`config.mk`:
```
export PLATFORM = sky130hd
export DESIGN_NAME = tsmt_ram
export DESIGN_NICKNAME = d
export VERILOG_FILES = /design/src/sv/tsmt_ram.sv
export SDC_FILE = /design/constraint.sdc
export NUM_CORES = 1
export LEC_CHECK = 0
export BUFFER_PORTS_ARGS = -buffer_cell sky130_fd_sc_hd__buf_2
export CAP_MARGIN = 20
export CORE_ASPECT_RATIO = 1.5
export CORE_UTILIZATION = 50
export CTS_BUF_LIST = sky130_fd_sc_hd__clkbuf_16
export CTS_CLUSTER_DIAMETER = 60
export DETAILED_ROUTE_END_ITERATION = 7
export PLACE_DENSITY = 0.64
export SYNTH_ARGS = -nofsm -noshare
export SYNTH_HDL_FRONTEND = slang
export SYNTH_SLANG_ARGS = --single-unit
```
`constraint.sdc`:
```
create_clock -name clk_i -period 3.87 [get_ports clk_i]
set_input_delay 0.387 -clock clk_i [delete_from_list [all_inputs] [get_ports clk_i]]
set_output_delay 0.387 -clock clk_i [all_outputs]
set_load 0.01 [all_outputs]
```
`src/sv/tsmt_ram.sv`:
```
module tsmt_ram #(
  parameter int Width = 16,
  parameter int Depth = 16
) (
  input  logic                                         clk_i,
  input  logic                                         we_i,
  input  logic [((Depth > 1) ? $clog2(Depth) : 1)-1:0] waddr_i,
  input  logic [Width-1:0]                             wdata_i,
  input  logic [((Depth > 1) ? $clog2(Depth) : 1)-1:0] raddr_i,
  output logic [Width-1:0]                             rdata_o
);
  logic [Width-1:0] mem_q [Depth];
  logic [Width-1:0] rdata_q;

  always_ff @(posedge clk_i) begin
    if (we_i) begin
      mem_q[waddr_i] <= wdata_i;
    end
    rdata_q <= mem_q[raddr_i];
  end

  assign rdata_o = rdata_q;
endmodule

```
==> out/qor.yml <==
status: "completed"
avgSynthCellArea_um2: 23.2
viasPerCell: 5.87
worstSetupStartpointType: "input port"
power_density_nw_per_um2: 529
ys_seq_area_frac: 0.797
cts_resized: 0
clock_latency_ps: 510
final_common_cell: "edfxtp_1"
cts_max_level: 1
drv_slew: 0
synth_flop_cell: "edfxtp_1"
synthesis.area_um2: 10000
max_slew_margin: 0.331
power_mw: 6.09
drv_cap: 0
cts_buffer_depth: 3
drive_gt1_frac: 0.329
min_period_ps: 1870
grt_overflow_total: 0
fmax_mhz: 535
drtIter0Drc: 315
dr.pass1.iters: 4
crit_path_end_kind: "flip-flop"
worst_slew_pin_slew_ps: 1000
fin_nets: 527
synth-seq-cells: 272
dpl_worst_slack_ps: 1450
synth.distinct_cells: 19
postRouteAntennaNets: 0
multi_input_area_um2: 1960
final-setup-viol-count: 0
core_um2: 19700
dieArea_um2: 20700
die_h_um: 176
ff_latch_area_um2: 8010
initial_utilization: 0.510
finalHoldViolations: 0
synth_edf_count: 256
die_w_um: 118
nFillCells: 1437
ys_warn_count: 0
placed_cells: 735
fin_util: 0.584
gp_congestion: 0.705
grt_pass1_wl_mm: 30.1
rsz0062_at_grt: "no"
tns_ps: 0
ios: 42
fp-row-count: 63
holdWs_ps: 244
routed_wl_mm: 20.2
clk_root_buffer_cell: "clkbuf_16"
wire_per_inst_um: 25.9
syn_nets: 458
num_antenna_cells: 0
setup_slack_ps: 2000
path_class: "input port to flip-flop"
grtUsageTotal: 0.203
p_leak_nw: 3.79
grt_pass1_vias: 4828
hold_buffers: 0
io_buffers: 41
layout.cells.non_filler: 779
cts_tree: "built"
clock-sinks: 272
place_area_um2: 10700
worstPathMaxFanout: 39
period_share: 0.483
grt_max_degree: 65
area_growth_syn_to_layout_pct: 14.7
async_flop_share: 0
synth_cells: 432
antenna_found_initial: 0
numCtsBuffers: 24
ir_drop_mv: 0.294
worstPathRequired_ps: 4260
cts.reportedPaths.clkPinSlew_ps: 60
cts_setup_buffers: 0
hold_path.class: "input port to flip-flop"
cp.arrival_ps: 2260
num_vias: 4569
route.detailed.drc: 0
final_area_um2: 11500
fin_worst_skew_ps: 11.3
final_cell_mix: "edfxtp_1 (256), mux4_2 (54), buf_2 (40)"
post-dp-hpwl_mm: 10.9
where the power goes:
part	total (mW)	internal (mW)	switching, mW
logic	0.289	0.121	0.168
clock network	2.49	1.50	0.992
registers	3.31	3.29	0.0187
total	6.09	4.92	1.18
critical path, stage by stage:
cell,delay [ps]
buf_4,580
buf_4,360
mux4_1,600
a22oi_1,210
nand2_1,70
final cells by class:
type                       count  area share
multi-input combinational    139       0.170
sequential                   272       0.695
clock buffer                  25      0.0543
clock inverter                19      0.0186
timing repair buffer          64      0.0330
tap                          260      0.0283
path summary, 6_finish.rpt:
kind / start / to / slack [ps] / depth (start not counted)
max: raddr_i[0] / rdata_o[4] / 2000 / 5
max reg2reg: mem_q[9][11] / rdata_o[11] / 2590 / 3
min reg2reg: mem_q[7][9] / rdata_o[9] / 670 / 3
min: wdata_i[10] / mem_q[1][10] / 240 / 1
state kept, by name (all words and copies together), names as in the netlist:
register	flops
rdata_o	16
mem_q	256
synthesized netlist by cell type, types with 4 or more instances:
master	number	area share
clkbuf_1	8	0.0030
a22oi_1	32	0.024
edfxtp_1	256	0.77
mux4_1	10	0.026
nor3_1	4	0.0020
nor2_1	13	0.0049
mux4_2	54	0.12
buf_6	4	0.0045
nand2_1	17	0.0064
dfxtp_1	16	0.032
layer usage:
layer  GRT usage  up-vias  routed length [um]
met4      0.0630        0                 444
met2       0.339      161               10200
met1       0.278     2398                8200
met3      0.0286       37                1320
li1            -     1973                   -
met5           0        -                   0
cell families (layout without fill, tap and decap cells):
family	Yosys count	in the layout	synth area share
buf+inv	21	108	0.0123
flops	272	272	0.797
mux	64	64	0.147
compound gates	32	32	0.0239
simple gates	43	43	0.0192
Power figures use the tool's default switching activity.
